$ cat src/hw/rtl/stress_tensor_rotation_macros.svh
// ----------------------------------------------------------------------------
// Stress tensor rotation assertion macros
// Shared assertion forms for the rotation block, clocked on clk.
// ----------------------------------------------------------------------------
`ifndef STRESS_TENSOR_ROTATION_MACROS_SVH
`define STRESS_TENSOR_ROTATION_MACROS_SVH

// Checked only while the block is out of reset.
`define STRO_ASSERT(lbl, prop, msg) \
	lbl: assert property (@(posedge clk) disable iff (!arst_n) prop) \
		else $error(msg);

// Checked at every edge, reset included.
`define STRO_ASSERT_ALWAYS(lbl, prop, msg) \
	lbl: assert property (@(posedge clk) prop) else $error(msg);

`endif

$ cat src/hw/rtl/stro_pkg.sv
// ----------------------------------------------------------------------------
// Stress tensor rotation package
// Number formats, payload types, register indices, rounding and clip helpers.
// ----------------------------------------------------------------------------
package stro_pkg;

	localparam int DATA_W = 32;
	localparam int FRAC   = 16;
	localparam int COEF_W = FRAC + 2;
	localparam int DIM    = 3;
	localparam int ROW_W  = DIM * COEF_W;
	localparam int N_OUT  = 6;

	localparam int P1_W   = DATA_W + COEF_W;
	localparam int SUM1_W = P1_W + 2;
	localparam int T_W    = SUM1_W - FRAC;
	localparam int P2_W   = T_W + COEF_W;
	localparam int SUM2_W = P2_W + 2;
	localparam int R_W    = SUM2_W - FRAC;
	localparam int HALF   = 1 << (FRAC - 1);

	localparam int IDX_W = 3;
	localparam logic [IDX_W-1:0] REG_TRANSPOSE  = 3'd0;
	localparam logic [IDX_W-1:0] REG_LEFT_ROW0  = 3'd1;
	localparam logic [IDX_W-1:0] REG_LEFT_ROW1  = 3'd2;
	localparam logic [IDX_W-1:0] REG_LEFT_ROW2  = 3'd3;
	localparam logic [IDX_W-1:0] REG_RIGHT_ROW0 = 3'd4;
	localparam logic [IDX_W-1:0] REG_RIGHT_ROW1 = 3'd5;
	localparam logic [IDX_W-1:0] REG_RIGHT_ROW2 = 3'd6;

	// Rows and columns of the rotated tensor reported in each output slot.
	localparam int OUT_ROW [N_OUT] = '{0, 1, 2, 2, 0, 1};
	localparam int OUT_COL [N_OUT] = '{0, 1, 2, 0, 1, 2};

	typedef logic signed [DATA_W-1:0] stress_t;
	typedef logic signed [COEF_W-1:0] coef_t;
	typedef logic signed [T_W-1:0]    tval_t;
	typedef logic signed [R_W-1:0]    rval_t;

	typedef coef_t [DIM-1:0][DIM-1:0] coef_mat_t;
	typedef tval_t [DIM-1:0][DIM-1:0] tmat_t;

	typedef struct packed {
		coef_mat_t left;
		coef_mat_t right;
	} coef_set_t;

	typedef struct packed {
		stress_t s_xx;
		stress_t s_yy;
		stress_t s_zz;
		stress_t s_zx;
		stress_t s_xy;
		stress_t s_yz;
	} stress_in_t;

	typedef struct packed {
		stress_t r_xx;
		stress_t r_yy;
		stress_t r_zz;
		stress_t r_zx;
		stress_t r_xy;
		stress_t r_yz;
		logic    saturated;
	} stress_out_t;

	typedef struct packed {
		logic    sat;
		stress_t val;
	} clip_t;

	localparam stress_t STRESS_MAX = {1'b0, {(DATA_W-1){1'b1}}};
	localparam stress_t STRESS_MIN = {1'b1, {(DATA_W-1){1'b0}}};

	function automatic tval_t round_t(input logic signed [SUM1_W-1:0] x);
		logic signed [SUM1_W-1:0] h;
		h = x + SUM1_W'(HALF);
		return h[SUM1_W-1:FRAC];
	endfunction

	function automatic rval_t round_r(input logic signed [SUM2_W-1:0] x);
		logic signed [SUM2_W-1:0] h;
		h = x + SUM2_W'(HALF);
		return h[SUM2_W-1:FRAC];
	endfunction

	function automatic clip_t clip_out(input rval_t v);
		clip_t c;
		c.sat = (v[R_W-1:DATA_W-1] != {(R_W-DATA_W+1){v[R_W-1]}});
		if (c.sat) begin
			c.val = v[R_W-1] ? STRESS_MIN : STRESS_MAX;
		end else begin
			c.val = v[DATA_W-1:0];
		end
		return c;
	endfunction

endpackage

$ cat src/hw/rtl/stro_cfg_regs.sv
// ----------------------------------------------------------------------------
// Stress tensor rotation configuration registers
// Holds mode bit and matrix rows, unpacked; if transposing, left is right^T.
// ----------------------------------------------------------------------------
`include "stress_tensor_rotation_macros.svh"

module stro_cfg_regs
	import stro_pkg::*;
(
	input  logic             clk,
	input  logic             arst_n,
	input  logic             cfg_wen,
	input  logic [IDX_W-1:0] cfg_index,
	input  logic [ROW_W-1:0] cfg_wdata,
	output coef_set_t        coefs
);

	localparam logic [ROW_W-1:0] ONE = ROW_W'(1) << FRAC;

	logic             transpose_q;
	logic [ROW_W-1:0] left_q  [DIM];
	logic [ROW_W-1:0] right_q [DIM];

	always_ff @(posedge clk or negedge arst_n) begin
		if (!arst_n) begin
			transpose_q <= 1'b1;
			for (int i = 0; i < DIM; i++) begin
				left_q[i]  <= ONE << (i * COEF_W);
				right_q[i] <= ONE << (i * COEF_W);
			end
		end else if (cfg_wen) begin
			case (cfg_index)
				REG_TRANSPOSE:  transpose_q <= cfg_wdata[0];
				REG_LEFT_ROW0:  left_q[0]   <= cfg_wdata;
				REG_LEFT_ROW1:  left_q[1]   <= cfg_wdata;
				REG_LEFT_ROW2:  left_q[2]   <= cfg_wdata;
				REG_RIGHT_ROW0: right_q[0]  <= cfg_wdata;
				REG_RIGHT_ROW1: right_q[1]  <= cfg_wdata;
				REG_RIGHT_ROW2: right_q[2]  <= cfg_wdata;
				default: ;
			endcase
		end
	end

	always_comb begin
		for (int i = 0; i < DIM; i++) begin
			for (int j = 0; j < DIM; j++) begin
				coefs.right[i][j] = right_q[i][j*COEF_W +: COEF_W];
			end
		end
		for (int i = 0; i < DIM; i++) begin
			for (int j = 0; j < DIM; j++) begin
				if (transpose_q) begin
					coefs.left[i][j] = right_q[j][i*COEF_W +: COEF_W];
				end else begin
					coefs.left[i][j] = left_q[i][j*COEF_W +: COEF_W];
				end
			end
		end
	end

	`STRO_ASSERT(a_mode_write, cfg_wen && cfg_index == REG_TRANSPOSE |=> transpose_q == $past(cfg_wdata[0]), "Mode write was not taken.")

endmodule

$ cat config.mk
export PLATFORM = sky130hd
export DESIGN_NAME = stro_cfg_regs
export DESIGN_NICKNAME = d
export VERILOG_FILES = /design/src/hw/rtl/stro_pkg.sv /design/src/hw/rtl/stro_cfg_regs.sv
export VERILOG_INCLUDE_DIRS = /design/src /design/src/hw/rtl
export SDC_FILE = /design/constraint.sdc
export NUM_CORES = 1
export LEC_CHECK = 0
export BUFFER_PORTS_ARGS = -buffer_cell sky130_fd_sc_hd__buf_2
export CAP_MARGIN = 20
export CORE_ASPECT_RATIO = 0.6
export CORE_MARGIN = 2
export CORE_UTILIZATION = 57
export CTS_CLUSTER_DIAMETER = 120
export CTS_CLUSTER_SIZE = 30
export DETAILED_ROUTE_END_ITERATION = 8
export HOLD_SLACK_MARGIN = 0.15
export PLACE_DENSITY = 0.85
export SLEW_MARGIN = 10
export SYNTH_ARGS = -nofsm -noshare
export SYNTH_HDL_FRONTEND = slang
export SYNTH_SLANG_ARGS = --single-unit
$ cat constraint.sdc
create_clock -name clk -period 2.08 [get_ports clk]
set_input_delay 0 -clock clk [delete_from_list [all_inputs] [get_ports clk]]
set_output_delay 0 -clock clk [all_outputs]
set_load 0.02 [all_outputs]
* After elaboration in Yosys (flattened, before gate mapping)
Cells that the tools add are included.
** Word-level totals
- Bits in registers :: 325
- Latch bits :: 0
- Memory bits (writable) :: 0
- Memory bits (read-only) :: 0
- Input port bits :: 60
- Output and inout port bits :: 324
- Word-level logic and storage cells :: 30
- Memories :: 0
** Operators by class
- $add $sub $neg :: 0
- $mul :: 0
- Div/mod/pow operators :: 0
- Order comparisons :: 0
- Equal/unequal tests :: 6
- Shift-type cells :: 0
- Multiplexer cells :: 9
- Bitwise operators :: 0
- Reduce and logical (&&, ||, !) cells :: 8
** Operators by type and width (count)
- $mux 18 :: 9
- $reduce_and 2->1 :: 7
- $eq 3x3->1 const B :: 3
- $eq 3x2->1 const B :: 2
- $eq 3x1->1 const B :: 1
- $logic_not 3->1 :: 1

* Logic depth before layout (Yosys ltp)
- Word-level depth :: 2
- Depth in mapped cells :: 4

* Worst setup path after synthesis
No wires, ideal clock.
- Path type :: register -> output
- From :: register transpose_q
- To :: output coefs[162] (netlist bit)
- Arrival :: 1.442 ns
- Required time :: 2.080 ns
- Path slack :: 0.638 ns
- Stages on the path, launching flop included :: 5
- Buffers on the path :: 3
- Path through :: dfstp_2 buf_2 buf_2 buf_2 mux2_2
** RTL lines
- from (decl) :: line stro_cfg_regs.sv:20 : logic transpose_q;
- from (signal assigned) :: line stro_cfg_regs.sv:33 : REG_TRANSPOSE: transpose_q <= cfg_wdata[0];
- to (decl) :: line stro_cfg_regs.sv:15 : output coef_set_t coefs

==> results.cfg <==
[final_layout]
nNetsFinal = 1372
n_fill_cell = 1647
multi_input_area_sq_mm = 0.00621
area.growth.synth_to_final_pct = 24.6
final-seq-area_sq_mm = 0.00815
fin_util_pct = 72.7
drive_above_1_share_pct = 70.6
design_area_sq_mm = 0.0185

[drt]
drtIter0Drc = 748
drtAntennaViolNets = 0
wl_per_cell_um = 24.9
drc = 0
vias = 9537
firstDrtPassIters = 4
viasPerCell = 5.71
drt-total-wl_um = 41500

[place]
placed_area_sq_mm = 0.0171
place_hpwl_um = 28900
gp_congestion = 0.858
pre_cts_ws_ps = 402
portBuffers = 383

[sta]
post-route-min-period_ps = 2090
rsz0062_at_grt = yes
hold_ws_ps = 384
worstMarginPinSlew_ps = 789
layout_setup_ws_ps = -5.68
maxSlewViolCount = 0
setup_viol = 6
fin_skew_ps = 0
timing.final.crit_share_pct = 100
slew_headroom_pct = 47.1
fmax_mhz = 479
hold_viol = 0
tns_ps = -15.4

[min_path]
hold_class = primary input to register

[floorplanning]
die-area_sq_mm = 0.0273
ioPinCount = 384
fp.dieW_um = 212
initial_utilization_pct = 58.3
core-area_sq_mm = 0.0254
num_rows = 45
die_h_um = 129

[synthesis]
syn_area_sq_mm = 0.0148
yosysMostFrequentCell = mux2_2
ys.flop_type = dfrtp_1
synth_edf_count = 0
synth_cell_type_count = 11
synth_seq_cells = 325
netlist_instances = 873
avgSynthCellArea_sq_um = 17.0
synth_area_leaders = dfrtp_1, mux2_2, mux2_4, buf_12, dfstp_2
synth_top_area_share_pct = 53.7
async_reset_ff_share_pct = 100
synth_warnings = 0
ys_seq_area_share_pct = 55.0
yosys.area.top_type = dfrtp_1
synthesis.nets = 933
ys_top_cells_by_count = mux2_2, dfrtp_1, mux2_4

[power]
power.leakage_uw = 0.00883
ir_worst_vdd_uv = 630
cellPowerDensity_mw_per_mm2 = 1130

[clock_network]
cts_root_buf = clkbuf_16
cts_made_buffers = 14
cts_max_path_buffers = 3
cts-htree-levels = 1
cts_tree = built
clkTransAtPathRegs_ps = 120
clkLatencyLatePin_ps = 490
cts.sinks = 325

[grt]
grt_max_degree = 73
gr-total-overflow = 0
global_route.usage.total_pct = 29.4
grt_pass1_vias = 9524
antenna_found_initial = 1
grt_pass1_wl_um = 59900

[outcome]
violations = negative setup slack
status = finished, violations left

[worst_setup_path]
r2r-end = transpose_q
required_ps = 2080
r2r_start = transpose_q
r2r_slack_ps = 810
startpoint_type = register
cp-startpoint = transpose_q
r2r_cells = 2
worstSetupEndpointType = output pin
worstPathMaxFanout = 14
crit_path_end = coefs[294]
crit_type = register to output pin
arrival_ps = 2090

[run]
maxCapViolCount = 0
-- cell usage in the layout, fill, tap and decap left out --
cell type | netlist | layout
clkinvlp_4 | 0 | 1
dlygate4sd3_1 | 0 | 60
dfstp_2 | 7 | 6
and4bb_4 | 0 | 3
buf_12 | 15 | 16
nor4b_1 | 1 | 1
buf_16 | 0 | 3
clkbuf_1 | 0 | 5
buf_4 | 15 | 16
mux2_4 | 150 | 172
clkbuf_16 | 0 | 18
buf_2 | 21 | 357
bufbuf_16 | 0 | 1
diode_2 | 0 | 1
nand4b_1 | 3 | 3
mux2_2 | 337 | 315
dfstp_4 | 0 | 1
dfrtp_1 | 318 | 318
buf_6 | 3 | 20
buf_8 | 0 | 1
-- worst max-delay path, cell delays in order (launching register included) --
cell       delay (ps)
dfstp_4           690
buf_12            160
clkbuf_16         190
mux2_2            360
buf_2             160
-- where the power goes --
part,total [uW],switching (uW),internal [uW]
registers,8860,1130,7730
logic,8630,4510,4120
clock network,3300,1950,1350
-- how the worst min path moves through the flow --
stage                     slack, ps  cells after the start     endpoint           from
after CTS                       350                      3  left_q[161]  cfg_wdata[53]
after detailed placement         -9                      1   coefs[145]         arst_n
final                           380                      3  left_q[161]  cfg_wdata[53]
after global placement          -10                      1   coefs[145]         arst_n
after floorplan                -300                      0     coefs[0]         arst_n
after global routing            390                      3  left_q[161]  cfg_wdata[53]
-- cell families (layout without fill, tap and decap cells) --
| kind of cell | after synthesis | after routing | share of synthesized area [%] |
|---|---|---|---|
| flip-flops | 325 | 325 | 55.0 |
| multiplexers | 487 | 487 | 40.8 |
| buffers and inverters | 54 | 498 | 3.72 |
| AND/OR/NAND/NOR | 7 | 7 | 0.490 |
| other | 0 | 1 | 0 |
-- timing repair --
| action | CTS | global route |
|---|---|---|
| endpoints found under the setup margin | 135 | 122 |
| pin swaps | 0 | 0 |
| resized for setup | 1 | 70 |
| cloned | 1 | 3 |
| hold buffers | 60 | 0 |
| endpoints found under the hold margin | 648 | 0 |
| buffers inserted | 3 | 0 |
-- metrics by stage --
stage | total power, uW | cells
floorplan | 14000 | 873
global placement | 16700 | 1581
detailed placement | 16900 | 1581
CTS | 20300 | 1666
global route | 21600 | 1669
finish | 20800 | 1670
-- area by class of cell --
cell class              instances  share of cell area (%)
flip-flops and latches        325                    44.1
multi-input cells             494                    33.7
repair buffers                477                    17.6
well taps                     352                    2.39
clock buffers                  20                    2.13
clock inverters                 1                  0.0407
diodes                          1                  0.0136
-- sequential cells by signal, summed over array words and instances (netlist names) --
register	count
coefs	162
left_q	162
transpose_q	1
-- routing by layer --
layer,global-route usage [%],routed length (um)
met4,5.18,693
met1,45.2,19800
met5,0,0
met2,44.1,18300
met3,5.59,2740
Power figures use the tool's default switching activity.
